[src/sv/pad_pkg.sv]
// Shared types, constants and helpers for the two-channel phase dimmer.
// No dependencies; used by pad_core and phase_angle_dimmer_two_channel_top.
package pad_pkg;

  // Event kinds
  localparam logic [1:0] KIND_TICK = 2'd0;
  localparam logic [1:0] KIND_ZC   = 2'd1;
  localparam logic [1:0] KIND_BUS  = 2'd2;

  // Bus slave status codes
  localparam logic [7:0] ST_ADDRESSED = 8'h60;
  localparam logic [7:0] ST_DATA      = 8'h80;
  localparam logic [7:0] ST_STOP      = 8'hA0;

  // Phase tracking
  localparam logic [7:0] LOCK_TARGET   = 8'd61;
  localparam logic [7:0] ERR_UP_LOW    = 8'd200;
  localparam logic [7:0] ERR_UP_HIGH   = 8'd253;
  localparam logic [7:0] ERR_DOWN_LOW  = 8'd3;
  localparam logic [7:0] ERR_DOWN_HIGH = 8'd50;
  localparam logic [7:0] PRESCALE_TOP  = 8'hFF;

  // Reset values
  localparam logic [7:0] RELOAD_RESET     = 8'h70;
  localparam logic [7:0] ZERO_POINT_RESET = 8'd47;

  // Configuration register indexes
  localparam logic CFG_LEAD_EDGE  = 1'b0;
  localparam logic CFG_ZERO_POINT = 1'b1;

  typedef struct packed {
    logic [1:0] kind;
    logic [7:0] bus_status;
    logic [7:0] bus_data;
  } item_t;

  typedef struct packed {
    logic       lead_edge;
    logic [7:0] zero_point;
  } cfg_t;

  typedef struct packed {
    logic [1:0] drive;
    logic [7:0] reload;
    logic [7:0] phase_error;
  } res_t;

  // Pin level for one channel: 0 turns the triac on
  function automatic logic drive_for(input logic [7:0] phase, input logic [7:0] level,
                                     input logic lead_edge);
    logic in_window;
    in_window = (phase <= level);
    if (!lead_edge) begin
      drive_for = (in_window && (level != 8'd0)) ? 1'b0 : 1'b1;
    end else begin
      drive_for = (in_window || (level == 8'd0)) ? 1'b1 : 1'b0;
    end
  endfunction

endpackage

[src/sv/phase_angle_dimmer_two_channel_top.sv]
// Two-channel phase dimmer top: input register, dimmer core, result register.
// A beat accepted into the input register is processed by the core and held in the result register, which drives out_*.
// Throughput: one beat per cycle while out_ready holds; the input stage refills while a result waits.
// Reset (rst_n low, synchronous): stages empty, config to trailing edge and
// zero point 47, prescaler and reload 0x70, all other core state zero.
module phase_angle_dimmer_two_channel_top (
  input  logic       clk,
  input  logic       rst_n,
  input  logic       in_valid,
  output logic       in_ready,
  input  logic [1:0] in_kind,
  input  logic [7:0] in_bus_status,
  input  logic [7:0] in_bus_data,
  output logic       out_valid,
  input  logic       out_ready,
  output logic       out_channel_one_drive,
  output logic       out_channel_two_drive,
  output logic [7:0] out_reload_value,
  output logic [7:0] out_phase_error,
  input  logic       cfg_we,
  input  logic       cfg_index,
  input  logic [7:0] cfg_data
);

  logic           s1_valid_r;
  pad_pkg::item_t s1_item_r;
  logic           s1_fire;
  logic           out_valid_r;
  pad_pkg::res_t  out_res_r;
  pad_pkg::res_t  res_nxt;
  pad_pkg::res_t  core_cur;
  pad_pkg::cfg_t  cfg_r;

  assign s1_fire  = s1_valid_r && (!out_valid_r || out_ready);
  assign in_ready = !s1_valid_r || s1_fire;

  // Configuration registers
  always_ff @(posedge clk) begin
    if (!rst_n) begin
      cfg_r.lead_edge  <= 1'b0;
      cfg_r.zero_point <= pad_pkg::ZERO_POINT_RESET;
    end else if (cfg_we) begin
      case (cfg_index)
        pad_pkg::CFG_LEAD_EDGE:  cfg_r.lead_edge  <= cfg_data[0];
        pad_pkg::CFG_ZERO_POINT: cfg_r.zero_point <= cfg_data;
        default: ;
      endcase
    end
  end

  // Input stage
  always_ff @(posedge clk) begin
    if (!rst_n) begin
      s1_valid_r <= 1'b0;
    end else if (in_ready) begin
      s1_valid_r <= in_valid;
    end
  end

  always_ff @(posedge clk) begin
    if (in_valid && in_ready) begin
      s1_item_r <= '{kind: in_kind, bus_status: in_bus_status, bus_data: in_bus_data};
    end
  end

  pad_core u_core (
    .clk     (clk),
    .rst_n   (rst_n),
    .fire    (s1_fire),
    .item    (s1_item_r),
    .cfg     (cfg_r),
    .res_nxt (res_nxt),
    .cur     (core_cur)
  );

  // Result register
  always_ff @(posedge clk) begin
    if (!rst_n) begin
      out_valid_r <= 1'b0;
    end else if (s1_fire) begin
      out_valid_r <= 1'b1;
    end else if (out_ready) begin
      out_valid_r <= 1'b0;
    end
  end

  always_ff @(posedge clk) begin
    if (s1_fire) begin
      out_res_r <= res_nxt;
    end
  end

  assign out_valid             = out_valid_r;
  assign out_channel_one_drive = out_res_r.drive[0];
  assign out_channel_two_drive = out_res_r.drive[1];
  assign out_reload_value      = out_res_r.reload;
  assign out_phase_error       = out_res_r.phase_error;

  // Only zero crossings retune the reload value
  a_reload_zc_only: assert property (@(posedge clk) disable iff (!rst_n)
    s1_fire && (s1_item_r.kind != pad_pkg::KIND_ZC) |-> res_nxt.reload == core_cur.reload)
    else $error("reload changed on a non zero-crossing beat");

  // Only ticks move the drives
  a_drive_tick_only: assert property (@(posedge clk) disable iff (!rst_n)
    s1_fire && (s1_item_r.kind != pad_pkg::KIND_TICK) |-> res_nxt.drive == core_cur.drive)
    else $error("drives changed on a non tick beat");

  // A processed beat always lands in the result register
  a_fire_to_out: assert property (@(posedge clk) disable iff (!rst_n)
    s1_fire |=> out_valid_r && (out_res_r == $past(res_nxt)))
    else $error("processed beat not presented");

  // A stalled input stage keeps its beat
  a_s1_hold: assert property (@(posedge clk) disable iff (!rst_n)
    s1_valid_r && !s1_fire |=> s1_valid_r && $stable(s1_item_r))
    else $error("input stage lost a stalled beat");

endmodule

[src/sv/pad_core.sv]
// Dimmer state: prescaler, phase counter, reload tracking, bus levels, drives.
// Depends on pad_pkg. Updates state and presents the next result in one pass.
module pad_core (
  input  logic          clk,
  input  logic          rst_n,
  input  logic          fire,
  input  pad_pkg::item_t item,
  input  pad_pkg::cfg_t  cfg,
  output pad_pkg::res_t  res_nxt,
  output pad_pkg::res_t  cur
);

  logic [7:0] prescale_r, prescale_nxt;
  logic [7:0] reload_r, reload_nxt;
  logic [7:0] phase_r, phase_nxt;
  logic [7:0] error_r, error_nxt;
  logic [7:0] byte_idx_r, byte_idx_nxt;
  logic [7:0] level_r [2];
  logic [7:0] level_nxt [2];
  logic [1:0] drive_r, drive_nxt;
  logic [7:0] err;

  // Next-state logic for one beat
  always_comb begin
    prescale_nxt = prescale_r;
    reload_nxt   = reload_r;
    phase_nxt    = phase_r;
    error_nxt    = error_r;
    byte_idx_nxt = byte_idx_r;
    level_nxt    = level_r;
    drive_nxt    = drive_r;
    err          = phase_r - pad_pkg::LOCK_TARGET;
    case (item.kind)
      pad_pkg::KIND_TICK: begin
        if (prescale_r == pad_pkg::PRESCALE_TOP) begin
          prescale_nxt = reload_r;
          phase_nxt    = phase_r + 8'd1;
          drive_nxt    = {pad_pkg::drive_for(phase_nxt, level_r[1], cfg.lead_edge),
                          pad_pkg::drive_for(phase_nxt, level_r[0], cfg.lead_edge)};
        end else begin
          prescale_nxt = prescale_r + 8'd1;
        end
      end
      pad_pkg::KIND_ZC: begin
        error_nxt = err;
        if (err inside {[pad_pkg::ERR_UP_LOW + 8'd1 : pad_pkg::ERR_UP_HIGH - 8'd1]}) begin
          reload_nxt = reload_r + 8'd1;
        end else if (err inside {[pad_pkg::ERR_DOWN_LOW : pad_pkg::ERR_DOWN_HIGH]}) begin
          reload_nxt = reload_r - 8'd1;
        end
        phase_nxt = cfg.zero_point;
      end
      pad_pkg::KIND_BUS: begin
        case (item.bus_status)
          pad_pkg::ST_ADDRESSED, pad_pkg::ST_STOP: byte_idx_nxt = 8'd0;
          pad_pkg::ST_DATA:                        byte_idx_nxt = byte_idx_r + 8'd1;
          default:                                 byte_idx_nxt = byte_idx_r;
        endcase
        // bytes 2 and 3 carry the channel levels
        if (byte_idx_nxt == 8'd2 || byte_idx_nxt == 8'd3) begin
          level_nxt[byte_idx_nxt[0]] = cfg.lead_edge ? (8'd0 - item.bus_data)
                                                     : item.bus_data;
        end
      end
      default: ;
    endcase
  end

  // State registers
  always_ff @(posedge clk) begin
    if (!rst_n) begin
      prescale_r <= pad_pkg::RELOAD_RESET;
      reload_r   <= pad_pkg::RELOAD_RESET;
      phase_r    <= 8'd0;
      error_r    <= 8'd0;
      byte_idx_r <= 8'd0;
      level_r[0] <= 8'd0;
      level_r[1] <= 8'd0;
      drive_r    <= 2'b00;
    end else if (fire) begin
      prescale_r <= prescale_nxt;
      reload_r   <= reload_nxt;
      phase_r    <= phase_nxt;
      error_r    <= error_nxt;
      byte_idx_r <= byte_idx_nxt;
      level_r    <= level_nxt;
      drive_r    <= drive_nxt;
    end
  end

  assign res_nxt = '{drive: drive_nxt, reload: reload_nxt, phase_error: error_nxt};
  assign cur     = '{drive: drive_r, reload: reload_r, phase_error: error_r};

endmodule
[config.mk]
export PLATFORM = sky130hd
export DESIGN_NAME = phase_angle_dimmer_two_channel_top
export DESIGN_NICKNAME = d
export VERILOG_FILES = /design/src/sv/pad_pkg.sv /design/src/sv/phase_angle_dimmer_two_channel_top.sv /design/src/sv/pad_core.sv
export SDC_FILE = /design/constraint.sdc
export NUM_CORES = 1
export LEC_CHECK = 0
export BUFFER_PORTS_ARGS = -buffer_cell sky130_fd_sc_hd__buf_2
export CAP_MARGIN = 10
export CORE_ASPECT_RATIO = 0.8
export CORE_MARGIN = 2
export CORE_UTILIZATION = 50
export CTS_CLUSTER_SIZE = 25
export DETAILED_ROUTE_END_ITERATION = 12
export PLACE_DENSITY = 0.69
export SLEW_MARGIN = 10
export SYNTH_ARGS = -nofsm -noshare
export SYNTH_HDL_FRONTEND = slang
export SYNTH_SLANG_ARGS = --single-unit
[constraint.sdc]
create_clock -name clk -period 4 [get_ports clk]
set_clock_uncertainty 0.05 [all_clocks]
set_input_delay 0.4 -clock clk [delete_from_list [all_inputs] [get_ports clk]]
set_output_delay 0.4 -clock clk [all_outputs]
set_load 0.01 [all_outputs]
# Word level (Yosys, flattened, before mapping)
# Cells that the tools add are included.
# op_classes
add_sub_neg	7
magnitude_cmp	8
eq_ne	9
n_mux	23
bitwise_logic	2
reduce_logical	28
# op_table
operator	n
$mux 8	9
$add 8x1->8 const B	4
$pmux 8 s2	2
$eq 8x8->1 const B	3
$bwmux 16	1
$eq 8x2->1 const B	2
$le 8x8->1	2
$logic_not 8->1	2
$reduce_bool 8->1	2
$demux 8 s1	1
$eq 8x7->1 const B	1
$ge 8x2->1 const B	1
$ge 8x8->1 const B	1
$le 8x6->1 const B	1
$le 8x8->1 const B	1
$mux 1	8
$reduce_and 2->1	4
$sub 1x8->8 const A	1
$sub 8x1->8 const B	1
$sub 8x6->8 const B	1
$logic_and 1x1->1	7
$reduce_and 3->1	2
$logic_or 1x1->1	5
$mux 2	2
11 further kinds	13
# word_totals
ff_bits	105
in_bits	32
out_inout_bits	20
wordCells	95

# Longest topological paths before layout
# Gate-level depths: netlist of the first run.
# logic_depth
word_depth	10
depth_mapped	13
ltp_nobuf	11

# Modules after synthesis
# From an unflattened synthesis of the first run, not the netlist that was laid out.
# unflattened
hier_cells	649
area_unflattened_um2	5901.9
# by_module_without_submodules
module	n_inst	cells_each	area_each_um2	seq_area_each_um2
pad_core	1	562	4324.1	1161.1
phase_angle_dimmer_two_channel_top	1	87	1577.8	1301.2

# Least setup slack after synthesis of the first run
# OpenSTA, ideal clock, no wires.
# synth_timing
path_kind	register to register
from	reg u_core.phase_r[0]
to	reg out_res_r, in the netlist out_reload_value[6] (data pin)
setup_ps	260
t_arrival_ps	2526
required_ps	3690
slack_ps	1164
path_stages_with_launch	13
n_path_buf	3
synth_period_minus_slack_ps	2836
path_cell_list	dfxtp_1 buf_2 inv_1 ha_1 clkbuf_1 nor4b_1 a221oi_1 a211oi_1 a2111o_1 buf_2 mux2_2 nand2_1 xnor2_1
# synth_rtl
item	line	text
from (decl)	pad_core.sv:15	logic [7:0] phase_r, phase_nxt;
from (signal assigned)	pad_core.sv:83	phase_r <= phase_nxt;
to (signal assigned)	phase_angle_dimmer_two_channel_top.sv:89	out_res_r <= res_nxt;
to (decl)	phase_angle_dimmer_two_channel_top.sv:29	pad_pkg::res_t out_res_r;

# Worst setup path after layout of the first run
# layout_timing
from	reg u_core.phase_r[0]
to	reg u_core.reload_r[5]
# layout_via
elab_chain_cells	6
word_cells_on_any_way	10
cone_classes	add/sub (1); order compare (4); mux (3); reduce/logical (2)
# layout_rtl
item	line	text
$sub 8x6->8 *	pad_core.sv:32	err = phase_r - pad_pkg::LOCK_TARGET;
$ge 8x2->1 / $le 8x6->1 (equally long branches)	pad_core.sv:48	end else if (err inside {[pad_pkg::ERR_DOWN_LOW : pad_pkg::ERR_DOWN_HIGH]}) begin
$logic_and 1x1->1	pad_core.sv:48	
$mux 8	pad_core.sv:48	
$mux 8 *	pad_core.sv:46	if (err inside {[pad_pkg::ERR_UP_LOW + 8'd1 : pad_pkg::ERR_UP_HIGH - 8'd1]}) begin
$mux 8 *	pad_core.sv:33	case (item.kind)
to (signal assigned)	pad_core.sv:73	reload_r <= pad_pkg::RELOAD_RESET;
to (signal assigned)	pad_core.sv:82	reload_r <= reload_nxt;
to (decl)	pad_core.sv:14	logic [7:0] reload_r, reload_nxt;
# Every way passes the cells marked *; elsewhere a longest branch is shown, timed or not.
# A chain may end at the register's enable or synchronous reset.

==> run summary, run 1 <==
The fraction of the mapped netlist area in compound gates is 0.1529. The routed length per instance is 15.57 um. The total of buffers placed on input and output ports came out at between 50 and 60.

The die area is roughly 13000 um^2. The number of flip-flops under the largest register name is 18. The total area inside the core boundary comes to between 10000 and 15000 um^2. The placer's final routability congestion estimate is roughly 0.9. The count of yosys warnings during synthesis is 0. For this run, design rule violations remaining after detail routing come to 0. The gate count after technology mapping is 666. The number of global-route vias before repair came out at ~4500. The largest registers in the layout are s1_item_r (18), u_core.level_r (16), cfg_r (9). The detailed-route wire length is 13.23 mm. The maximum frequency from static timing analysis came out at 0.2874 GHz. Post-CTS timing repair inserted 0 buffers for setup. The first global-routing pass estimated 21.97 mm of wire. The worst relative slew slack is 0.2257. The H-tree generated during clock tree synthesis spans 3 levels.

The largest net degree at the start of global routing is 45. The number of placed I/O pins came out at 52. The tree built by TritonCTS fans out to 105 sinks. For this run the aggregate overflow at the end of global routing stands at 0. The chip height is just over 100 um.

The slew at the pin closest to its max-slew limit is 1.149 ns. In this run the most critical hold path is launched from in_bus_data[6]. In this run, the number of DRC markers left after iteration 0 of detailed routing was between 300 and 400. The total number of placement rows is 35.

The layout filler cell count came out at 1021. Across the whole layout, storage elements account for ~2500 um^2. The overall routing resource usage is 0.2147. For this run, the register share of the synthesized area comes to 0.4221. The proportion of synthesized area in mux cells is 0.05041. The number of register bits inferred by synthesis came out at between 100 and 150. By area, the combinational part of the netlist is dominated by simple AND/OR/NAND/NOR gates. The cell area after synthesis is 5833 um^2. The capturing element type of the critical path is a flop. The average cell area after synthesis is about 8.8 um^2. STA classifies the critical path startpoint as a flop. The horizontal die dimension is 124.8 um. Setup repair after global routing left no endpoint under its margin. The diode insertion count for antenna repair is 0. Of the available clock period, the critical path in the final layout requires 0.8698. The worst setup path is of the flop to flop kind. The number of pins with negative max-slew slack in the final report is 0. The first element of the critical path is u_core.phase_r[0]$_SDFFE_PN0P_. The async set-reset flop share out of synthesis came out at 0.

The relative area change from synthesis to final layout came out at 10.47%. The power density over the cells is between 300 and 400 nW/um^2. The xor and xnor fraction of the mapped netlist area came out at 0.04354. The basic-gate share of the synthesized area counting and, or, nand and nor cells came out at 0.2291. Measured on the finished design, the core utilization comes to 0.5638. In this run the critical register-to-register path is launched from u_core.phase_r[0]$_SDFFE_PN0P_. The clock reaches the later pin of the worst-skew pair after 0.35 ns. The number of distinct library cells after synthesis is slightly above 70. The post-synthesis adder-cell area fraction is 0.05363.

The final route contains ~4800 vias. The clock tree from TritonCTS is yes. More flip-flops sit in one register than any other, and that register is s1_item_r. The type of the worst min-delay path is primary input to flop.

The count of flip-flops with a built-in enable after synthesis is 36. The number of antenna violations at the first check in global routing came to 0. Summed over all failing endpoints, the final setup total negative slack is 0 ns. The flow ran to the end, and the final reports show no timing, DRC or antenna violations. The final hold violation count came out at 0. Clock-pin slew was measured on the worst setup and hold paths at ~0.070 ns.

The hold buffer count at cts came out at 0. Setup violations remaining at the end of the flow were counted as 0. The max capacitance violation total came out at 0.

The number of nets handed over by synthesis was around 720. Of all nets on the critical path, the largest fanout is 15. The initial core utilization came out at 0.5103. The static power due to leakage came out at 2.515 nW.

The HPWL reported at the end of detailed placement is 9.692 mm. In the routed layout, each cell is associated on average with a via count of between 5 and 6. Before antenna repair, the detailed router went through 5 iterations. The critical path data arrival time is between 3 and 4 ns. For this run, the leading register cell type out of synthesis is sky130_fd_sc_hd__dfxtp_1. The count of instances resized after the clock tree is built came out at 0. The fraction of layout cells with a size suffix above 1 came out at 0.1254. The largest voltage drop on the vdd net came out at 0.3300 mV. The buffer depth of the longest clock path came out at 2. After the last flow step, the layout net total stands at between 700 and 800.

The minimum clock period is about 3.5 ns. The area of the multi-input gates came out at roughly 3100 um^2. In this run the remaining antenna-violating nets after routing total 0. The number of buffers created by CTS came out at 9. The data required time at the worst endpoint is approximately 4.2 ns. The root buffer cell chosen for the clock tree is sky130_fd_sc_hd__clkbuf_16.
-- final cells by class --
| class | count | area share |
|---|---|---|
| Sequential cell | 105 | 0.3821 |
| Clock inverter | 6 | 0.007379 |
| Clock buffer | 10 | 0.03709 |
| Tap cell | 148 | 0.02874 |
| Timing Repair Buffer | 57 | 0.04660 |
| Multi-Input combinational cell | 492 | 0.4794 |
| Inverter | 32 | 0.01864 |
-- worst max-delay path, stage by stage, from the launching register on --
cell and delay [ns]:
sky130_fd_sc_hd__dfxtp_1 0.60, sky130_fd_sc_hd__inv_1 0.19, sky130_fd_sc_hd__ha_1 0.38, sky130_fd_sc_hd__xor2_1 0.22
sky130_fd_sc_hd__a311oi_1 0.32, sky130_fd_sc_hd__o32ai_1 0.13, sky130_fd_sc_hd__a2111o_1 0.62, sky130_fd_sc_hd__a21oi_2 0.21
sky130_fd_sc_hd__buf_4 0.16, sky130_fd_sc_hd__nor2b_1 0.16, sky130_fd_sc_hd__mux2_1 0.33
-- power breakdown --
| group | internal (mW) | switching (mW) |
|---|---|---|
| Sequential | 1.13 | 0.0236 |
| Combinational | 0.0623 | 0.104 |
| Clock | 0.449 | 0.411 |
-- synth_stat cells, drive strengths merged, types with 4 or more instances --
cell type,instances,share of area
nor3b,5,0.0073
a21oi,46,0.041
nor2,49,0.032
nor4,7,0.0075
mux2i,26,0.045
nand2,100,0.064
ha,25,0.054
o21ai,35,0.030
nand4,10,0.011
a31oi,4,0.0043
nand3,23,0.024
or3,5,0.0054
and3,6,0.0064
o31ai,4,0.0051
inv,32,0.021
o22ai,4,0.0043
clkbuf,24,0.015
nand2b,17,0.018
nor3,15,0.013
nor2b,8,0.0086
xor2,7,0.011
xnor2,22,0.033
buf,13,0.012
edfxtp,36,0.19
a211oi,10,0.014
and2,8,0.0090
dfxtp,69,0.24
o21a,4,0.0051
-- routing by layer --
| metal | track usage | vias to the layer above | wire (um) |
|---|---|---|---|
| met5 | 0 | - | 0 |
| met4 | 0.04840 | 0 | 119 |
| met3 | 0.04087 | 11 | 671 |
| met2 | 0.3497 | 140 | 6050 |
| met1 | 0.2996 | 2275 | 6391 |
| li1 | - | 2420 | - |
-- cells by family after synthesis --
group / count (synthesis)
simple gates: 269
flops: 105
compound gates: 140
fa+ha+maj: 25
mux: 29
xor+xnor: 29
buf+inv: 69
-- layout by cell type, fill, tap and decap left out, types with 3 or more instances in the layout --
master	instances
sky130_fd_sc_hd__xnor2_1	22
sky130_fd_sc_hd__dfxtp_1	69
sky130_fd_sc_hd__or3_1	5
sky130_fd_sc_hd__clkbuf_16	9
sky130_fd_sc_hd__a211oi_1	9
sky130_fd_sc_hd__o22ai_1	4
sky130_fd_sc_hd__and2_1	7
sky130_fd_sc_hd__a22oi_1	3
sky130_fd_sc_hd__buf_4	6
sky130_fd_sc_hd__nand2_1	100
sky130_fd_sc_hd__a31oi_1	4
sky130_fd_sc_hd__nor2b_1	8
sky130_fd_sc_hd__edfxtp_1	36
sky130_fd_sc_hd__o21ai_0	34
sky130_fd_sc_hd__nor3b_1	4
sky130_fd_sc_hd__nor4_1	7
sky130_fd_sc_hd__o211ai_1	3
sky130_fd_sc_hd__and3_1	6
sky130_fd_sc_hd__o21a_1	4
sky130_fd_sc_hd__nand4_1	10
sky130_fd_sc_hd__a21oi_1	44
sky130_fd_sc_hd__a311oi_1	3
sky130_fd_sc_hd__nand2b_1	17
sky130_fd_sc_hd__and3b_1	3
sky130_fd_sc_hd__ha_1	25
sky130_fd_sc_hd__nand3_1	21
sky130_fd_sc_hd__xor2_1	7
sky130_fd_sc_hd__inv_1	31
sky130_fd_sc_hd__mux2i_1	26
sky130_fd_sc_hd__nor3_1	15
sky130_fd_sc_hd__nor2_1	49
sky130_fd_sc_hd__buf_2	51
sky130_fd_sc_hd__o31ai_1	4
-- through the flow --
stage / cells / setup WS [ns] / area, um^2 / hold slack, ns / power, mW
final: 850 / 0.5208 / 6444 / 0.1703 / 2.185
after global routing: 850 / 0.2705 / 6444 / 0.1576 / 2.263
after CTS: 850 / 0.5369 / 6444 / 0.1664 / 2.201
after detailed placement: 834 / 0.5428 / 6157 / 0.3998 / 1.349
after global placement: 834 / 0.6657 / 6157 / 0.3925 / 1.342
after floorplan: 666 / 1.164 / 5833 / 0.3866 / 1.291
-- path summary, 6_finish.rpt --
check / endpoint / slack, ns / cells after the start
setup / recovery: u_core.reload_r[5]$_SDFFE_PN1P_ / 0.52 / 10
hold / removal: s1_item_r[6]$_DFFE_PP_ / 0.17 / 1
setup reg to reg: u_core.reload_r[5]$_SDFFE_PN1P_ / 0.52 / 10
hold reg to reg: u_core.error_r[7]$_SDFFE_PN0P_ / 0.41 / 2
Note: power is estimated with default switching activity, not from simulation.
==> inputs of run 2 (changes only) <==
--- a/config.mk
+++ b/config.mk
@@ -13,6 +13,7 @@
 export CTS_CLUSTER_SIZE = 25
 export DETAILED_ROUTE_END_ITERATION = 12
 export PLACE_DENSITY = 0.69
+export RECOVER_POWER = 25
 export SLEW_MARGIN = 10
 export SYNTH_ARGS = -nofsm -noshare
 export SYNTH_HDL_FRONTEND = slang
==> run 2 against run 1 <==
Compared with the run above:
- the run now ends with max-capacitance violations, max-slew violations left
- setup slack got worse by 0.0045 ns
- cell count unchanged
- maximum frequency decreased by 0.13%
- critical path depth unchanged
- highest routed layer unchanged
- sequential cell count unchanged
- power decreased by 0.21%
- largest cell class unchanged
- wire length about the same
- register-to-register slack about the same
==> run summary, run 2 (synthesis gave the netlist of run 1 again) <==
The data required time at the worst endpoint came out at 4.19 ns. The detailed-route wire length came out at 13.22 mm. The hold buffer count at cts came out at 0. The number of buffers created by CTS came out at 9. s1_item_r holds more flip-flops than any other register.

The checks that failed: max-capacitance violations, max-slew violations. The power density over the cells came out at 339.7 nW/um^2. The detailed router's first-iteration violation count came out at around 380. The number of flip-flops under the largest register name is 18. The post-route fraction of the period consumed by the critical path is 0.8709. The number of remaining DRC errors came out at 0.

The number of vias in the routed layout is between 4000 and 5000. STA classifies the critical path endpoint as a flop. The number of global-route vias before repair came out at about 4500.

Setup violations remaining at the end of the flow were counted as 0. Setup repair after global routing left no endpoint under its margin. The overall power is roughly 2.2 mW. The static power due to leakage came out at approximately 2.5 nW. The clock period could shrink to approximately 3.5 ns. The number of vias per cell after detailed routing came out at 5.686. The horizontal die dimension is approximately 120 um. The number of pins with negative max-slew slack in the final report is 45. The count of instances resized after the clock tree is built came out at 0.

The most common cell after layout, fill and taps aside is sky130_fd_sc_hd__nand2_1. The instance count along the most critical hold path is 1. The buffer cell driving the clock tree root is sky130_fd_sc_hd__clkbuf_16. For the worst flop-to-flop path, the logic depth is 10. The area taken by flip-flops and latches came out at about 2500 um^2.

The die area is ~13000 um^2. The met1 global-route usage is 0.2996. The critical path data arrival time is 3.67 ns. Clock-pin slew was measured on the worst setup and hold paths at roughly 0.070 ns. Entering global routing, the biggest net connects between 40 and 50 pins.

In this run the critical register-to-register path is captured at u_core.reload_r[5]$_SDFFE_PN1P_. The worst register-to-register path begins at u_core.phase_r[0]$_SDFFE_PN0P_. The overall routing resource usage is 0.2147. The repair_antennas step left the layout with diodes totalling 0. The final hold violation count is 0. The worst-case IR drop observed on VDD is 0.3299 mV.

The clock tree from TritonCTS is yes. The critical path is of the flop to flop type. The relative area change from synthesis to final layout came out at 10.04%. The nature of the critical path startpoint is a flop.

The placer's final routability congestion estimate is roughly 0.90. For hold timing, the worst endpoint is s1_item_r[6]$_DFFE_PP_. The top cell types in the final layout, fill and taps aside, are sky130_fd_sc_hd__nand2_1 (100), sky130_fd_sc_hd__dfxtp_1 (69), sky130_fd_sc_hd__nor2_1 (49). The number of nets in the finished design came out at between 700 and 800. The clock latency at the later pin of the worst-skew pair is between 0.3 and 0.4 ns.

The total of buffers placed on input and output ports came out at ~50. The global-route layer with the greatest usage is met2. The first-pass GRT wire length came out at roughly 22 mm. The number of antenna violations at the first check in global routing is 0. The detailed-router iteration count before antenna repair came out at 5. The area of the multi-input gates is 3089 um^2. The routed length per instance came out at roughly 16 um.

The detail route stage leaves a number of antenna-violating nets equal to 0. The run finished, with violations left. The largest registers in the layout are s1_item_r (18), u_core.level_r (16), cfg_r (9). The clock sink count came out at between 100 and 150. The total congestion overflow after global routing is 0. The type of the worst min-delay path is primary input to flop.

The highest net fanout along the worst path came out at 15. Setup slack on the worst reg-to-reg path comes out at between 0.5 and 0.6 ns. The met2 usage in global routing came out at 0.3497.

The initial core utilization came out at 0.5103. The met3 layer usage reported by global route came out at 0.04087. The fraction of layout cells with a size suffix above 1 is 0.09972.

The worst relative slew slack is -0.2198. The clock passes through at most 2 buffers. After routing, the total negative slack on setup checks comes to 0 ns. The maximum frequency from static timing analysis came out at 0.2870 GHz.

52 I/O pins were placed. The H-tree generated during clock tree synthesis spans 3 levels. The number of buffers added for setup after CTS is 0. The slew at the pin closest to its max-slew limit is between 1.5 and 2 ns. The launch point of the worst hold path is in_bus_data[6]. Fill cells in the final layout number roughly 1000. The core outline area came out at ~11000 um^2. Row generation in the floorplan step produced 35 rows. Detailed placement finished with a half-perimeter wire length of between 9 and 10 mm. The floorplan step set the die height to 100.6 um. The max capacitance violation total is 1.
[run 2: power by group]
part	internal, mW	total, mW	switching, mW
logic	0.0607	0.165	0.104
clock network	0.449	0.857	0.408
registers	1.13	1.16	0.0238
[run 2: through the flow]
stage	std cells	setup slack, ns	hold slack (ns)	area [um^2]	util
3_5_place_dp	834	0.5428	0.3998	6157	0.5387
5_1_grt	850	0.2705	0.1576	6419	0.5616
6_report	850	0.5163	0.1734	6419	0.5616
2_1_floorplan	666	1.164	0.3866	5833	-
4_1_cts	850	0.5369	0.1664	6444	0.5638
3_3_place_gp	834	0.6657	0.3925	6157	0.5387
[run 2: metal layers]
metal | up-vias | share of wire
met1 | 2274 | 0.49
met4 | 0 | 0.0082
li1 | 2422 | -
met2 | 128 | 0.46
met3 | 9 | 0.046
met5 | - | 0
[run 2: cell type report]
class	count	area share
tap	148	0.02885
inverter	32	0.01871
clock inverter	6	0.007407
timing repair buffer	57	0.04288
sequential	105	0.3836
multi-input combinational	492	0.4813
clock buffer	10	0.03723
[run 2: critical path, cell delays in order, from the launching register on]
cell                       delay (ns)
sky130_fd_sc_hd__dfxtp_1         0.60
sky130_fd_sc_hd__inv_1           0.19
sky130_fd_sc_hd__ha_1            0.38
sky130_fd_sc_hd__xor2_1          0.22
sky130_fd_sc_hd__a311oi_1        0.32
sky130_fd_sc_hd__o32ai_1         0.13
sky130_fd_sc_hd__a2111o_1        0.62
sky130_fd_sc_hd__a21oi_2         0.21
sky130_fd_sc_hd__buf_4           0.16
sky130_fd_sc_hd__nor2b_1         0.16
sky130_fd_sc_hd__mux2_1          0.33
[run 2: how the worst max path moves through the flow]
stage	start	to	slack, ns
floorplan	u_core.phase_r[0]$_SDFFE_PN0P_	out_reload_value[6]$_DFFE_PP_	1.16
global placement	u_core.phase_r[0]$_SDFFE_PN0P_	u_core.reload_r[5]$_SDFFE_PN1P_	0.67
detailed placement	u_core.phase_r[0]$_SDFFE_PN0P_	u_core.reload_r[5]$_SDFFE_PN1P_	0.54
CTS	u_core.phase_r[0]$_SDFFE_PN0P_	u_core.reload_r[5]$_SDFFE_PN1P_	0.54
global route	u_core.phase_r[0]$_SDFFE_PN0P_	u_core.reload_r[5]$_SDFFE_PN1P_	0.27
finish	u_core.phase_r[0]$_SDFFE_PN0P_	u_core.reload_r[5]$_SDFFE_PN1P_	0.52
==> inputs of run 3 (changes only) <==
==> constraint.sdc (replaced) <==
create_clock -name clk -period 4 [get_ports clk]
set_clock_uncertainty 0.05 [all_clocks]
set_input_delay 0.4 -clock clk [delete_from_list [all_inputs] [get_ports clk]]
set_output_delay 0.4 -clock clk [all_outputs]
set_load 0.005 [all_outputs]
==> run 3 against run 2 <==
Compared with the run above:
- global-route usage stayed put
- the run still ends with max-capacitance violations, max-slew violations left
- die area stayed put
- largest cell class unchanged
- sequential cell count stayed put
- wire length hardly changed
==> run summary, run 3 (synthesis gave the netlist of run 1 again) <==
The HPWL reported at the end of detailed placement is roughly 9.7 mm. The most common cell after layout, fill and taps aside is sky130_fd_sc_hd__nand2_1. The clock latency at the later pin of the worst-skew pair came out at around 0.35 ns.

Max-cap violations in this run came to 1. The total of buffers placed on input and output ports is 51. The setup slack on the worst flop-to-flop path is 0.52 ns. The congestion estimate from routability-driven global placement came to roughly 0.9. The largest registers in the layout are s1_item_r (18), u_core.level_r (16), cfg_r (9). The clock-pin slew on the worst setup and hold paths is roughly 0.07 ns.

The die is about 120 um wide. The first detailed-routing pass ran for 5 iterations. The run finished, with violations left. The depth of the critical timing path with buffers and inverters included came out at 10. The detailed-route wire length is ~13 mm. The met2 usage in global routing came out at 0.3497. The number of global-route vias before repair is around 4500. The maximum frequency from static timing analysis is between 0.2 and 0.3 GHz.

The number of vias in the routed layout came out at a little under 5000. The post-route fraction of the period consumed by the critical path came out at 0.8692. Compared with the post-synthesis result, the final layout area differs by 10.25%. Setup repair after global routing left no endpoint under its margin.

The stage delay of the slowest cell on the critical path came out at a little over 0.6 ns. In this run the worst setup path terminates at u_core.reload_r[5]$_SDFFE_PN1P_. The fraction of layout cells with a size suffix above 1 is 0.1140. The worst relative slew slack is -0.2420. In the final layout, flip-flops and latches occupy 2462 um^2. The fraction of the core area covered by cells at the end of the flow came out at 0.5627. The number of antenna violations at the first check in global routing came out at 0.

The minimum clock period is roughly 3.5 ns. The tree built by TritonCTS fans out to about 110 sinks. The die area came out at between 10000 and 15000 um^2. For this configuration, the core starts out at a cell density of 0.5103. TritonCTS built the clock tree.

The number of pins with negative max-slew slack in the final report came out at 45. STA classifies the critical path endpoint as a flop. 52 I/O pins were placed.

The first-pass GRT wire length came out at approximately 22 mm. The critical path is of the flop to flop type. The critical-path cell with the highest stage delay is sky130_fd_sc_hd__a2111o_1. The number of vias per cell after detailed routing came out at between 5 and 6.

The depth of the most critical reg-to-reg path came out at 10. The largest net degree at the start of global routing is 45. The slew at the pin closest to its max-slew limit is between 1.5 and 2 ns. The signal on the critical path passes through inv_1 > ha_1 > xor2_1 > a311oi_1 > o32ai_1 > a2111o_1 > a21oi_2 > buf_4 > nor2b_1 > mux2_1. The endpoint identified for the worst register-to-register timing path is u_core.reload_r[5]$_SDFFE_PN1P_. The detailed router's first-iteration violation count is 381. For this run, global-route usage on met1 was measured as 0.2996.

After global routing, the most crowded layer is met2. In this run the post-CTS setup repair buffer count came out at 0. The largest register by flop count is s1_item_r. The hold buffer count at cts came out at 0. The number of buffers created by CTS came out at 9. The met3 layer usage reported by global route came out at 0.04087. The setup TNS is 0 ns.

The total number of placement rows came out at 35. The routed length per instance came out at around 16 um. The overall routing resource usage came out at 0.2147. The total area inside the core boundary comes to around 11000 um^2. The number of nets in the finished design is about 750. The number of flip-flops under the largest register name is 18.

The remaining number of nets flagged by the antenna check after routing is 0. At the worst endpoint, the required time is roughly 4.2 ns. The clock passes through at most 2 buffers.

Setup violations remaining at the end of the flow were counted as 0. The origin of the critical flop-to-flop path is u_core.phase_r[0]$_SDFFE_PN0P_. Of all nets on the critical path, the largest fanout is 15.

The cell total after placement came out at ~830. Global routing finished with a remaining overflow of 0. The number of remaining DRC errors is 0.

The min-delay analysis places its worst path in the category primary input to flop. The final hold violation count is 0. The largest voltage drop on the vdd net is approximately 0.33 mV.

The maximum level of the CTS H-tree is 3. The number of buffer and inverter stages on the critical path came out at 2. In the layout the commonest cells are sky130_fd_sc_hd__nand2_1 (100), sky130_fd_sc_hd__dfxtp_1 (69), sky130_fd_sc_hd__nor2_1 (49). The worst hold-check slack is 0.1724 ns. The area of the multi-input gates came out at roughly 3000 um^2. For this design the static power due to leakage is about 2.5 nW.

The first element of the critical path is u_core.phase_r[0]$_SDFFE_PN0P_. The critical path data arrival time is approximately 3.7 ns. The chip height is about 100 um. The buffer cell driving the clock tree root is sky130_fd_sc_hd__clkbuf_16. The nature of the critical path startpoint is a flop. The count of instances resized after the clock tree is built is 0. The overall power came out at approximately 2.2 mW. Fill cells in the final layout number 1025. The checks that failed: max-capacitance violations, max-slew violations. The diode insertion count for antenna repair came out at 0. The cell type group with the largest total delay on the critical path is compound AO/OA/AOI/OAI gates. The number of standard cells in the layout, taps in and fillers out came out at 850.

The power density over the cells came out at about 340 nW/um^2.
[run 3: power by group]
| part | switching, mW | internal, mW |
|---|---|---|
| Clock | 0.410 | 0.449 |
| Sequential | 0.0237 | 1.13 |
| Combinational | 0.101 | 0.0615 |
[run 3: layout make-up]
type,count,area share
Clock buffer,10,0.03716
Multi-Input combinational cell,492,0.4803
Sequential cell,105,0.3829
Clock inverter,6,0.007393
Inverter,32,0.01868
Tap cell,148,0.02879
Timing Repair Buffer,57,0.04475
[run 3: worst reg2reg max path, cell delays in order, from the launching register on]
cell                       delay, ns
sky130_fd_sc_hd__dfxtp_1        0.60
sky130_fd_sc_hd__inv_1          0.19
sky130_fd_sc_hd__ha_1           0.38
sky130_fd_sc_hd__xor2_1         0.22
sky130_fd_sc_hd__a311oi_1       0.32
sky130_fd_sc_hd__o32ai_1        0.13
sky130_fd_sc_hd__a2111o_1       0.62
sky130_fd_sc_hd__a21oi_2        0.21
sky130_fd_sc_hd__buf_4          0.16
sky130_fd_sc_hd__nor2b_1        0.16
sky130_fd_sc_hd__mux2_1         0.33
[run 3: through the flow]
step	setup WS (ns)	area (um^2)
after floorplan	1.164	5833
after global placement	0.6657	6157
after detailed placement	0.5428	6157
after CTS	0.5369	6444
after global routing	0.2705	6431
final	0.5233	6431
[run 3: layer usage]
layer / vias to the layer above / part of all wire
met5: - / 0
met4: 0 / 0.0090
met2: 127 / 0.46
met3: 12 / 0.046
li1: 2422 / -
met1: 2280 / 0.49
[run 3: worst min-delay path by stage]
stage / startpoint / endpoint / slack, ns / cells after the start
2_1_floorplan: u_core.error_r[1]$_SDFFE_PN0P_ / u_core.error_r[1]$_SDFFE_PN0P_ / 0.39 / 2
3_3_place_gp: u_core.error_r[2]$_SDFFE_PN0P_ / u_core.error_r[2]$_SDFFE_PN0P_ / 0.39 / 2
3_5_place_dp: u_core.error_r[7]$_SDFFE_PN0P_ / u_core.error_r[7]$_SDFFE_PN0P_ / 0.40 / 2
4_1_cts: in_bus_data[6] / s1_item_r[6]$_DFFE_PP_ / 0.17 / 1
5_1_grt: in_bus_data[6] / s1_item_r[6]$_DFFE_PP_ / 0.16 / 1
6_report: in_bus_data[6] / s1_item_r[6]$_DFFE_PP_ / 0.17 / 1
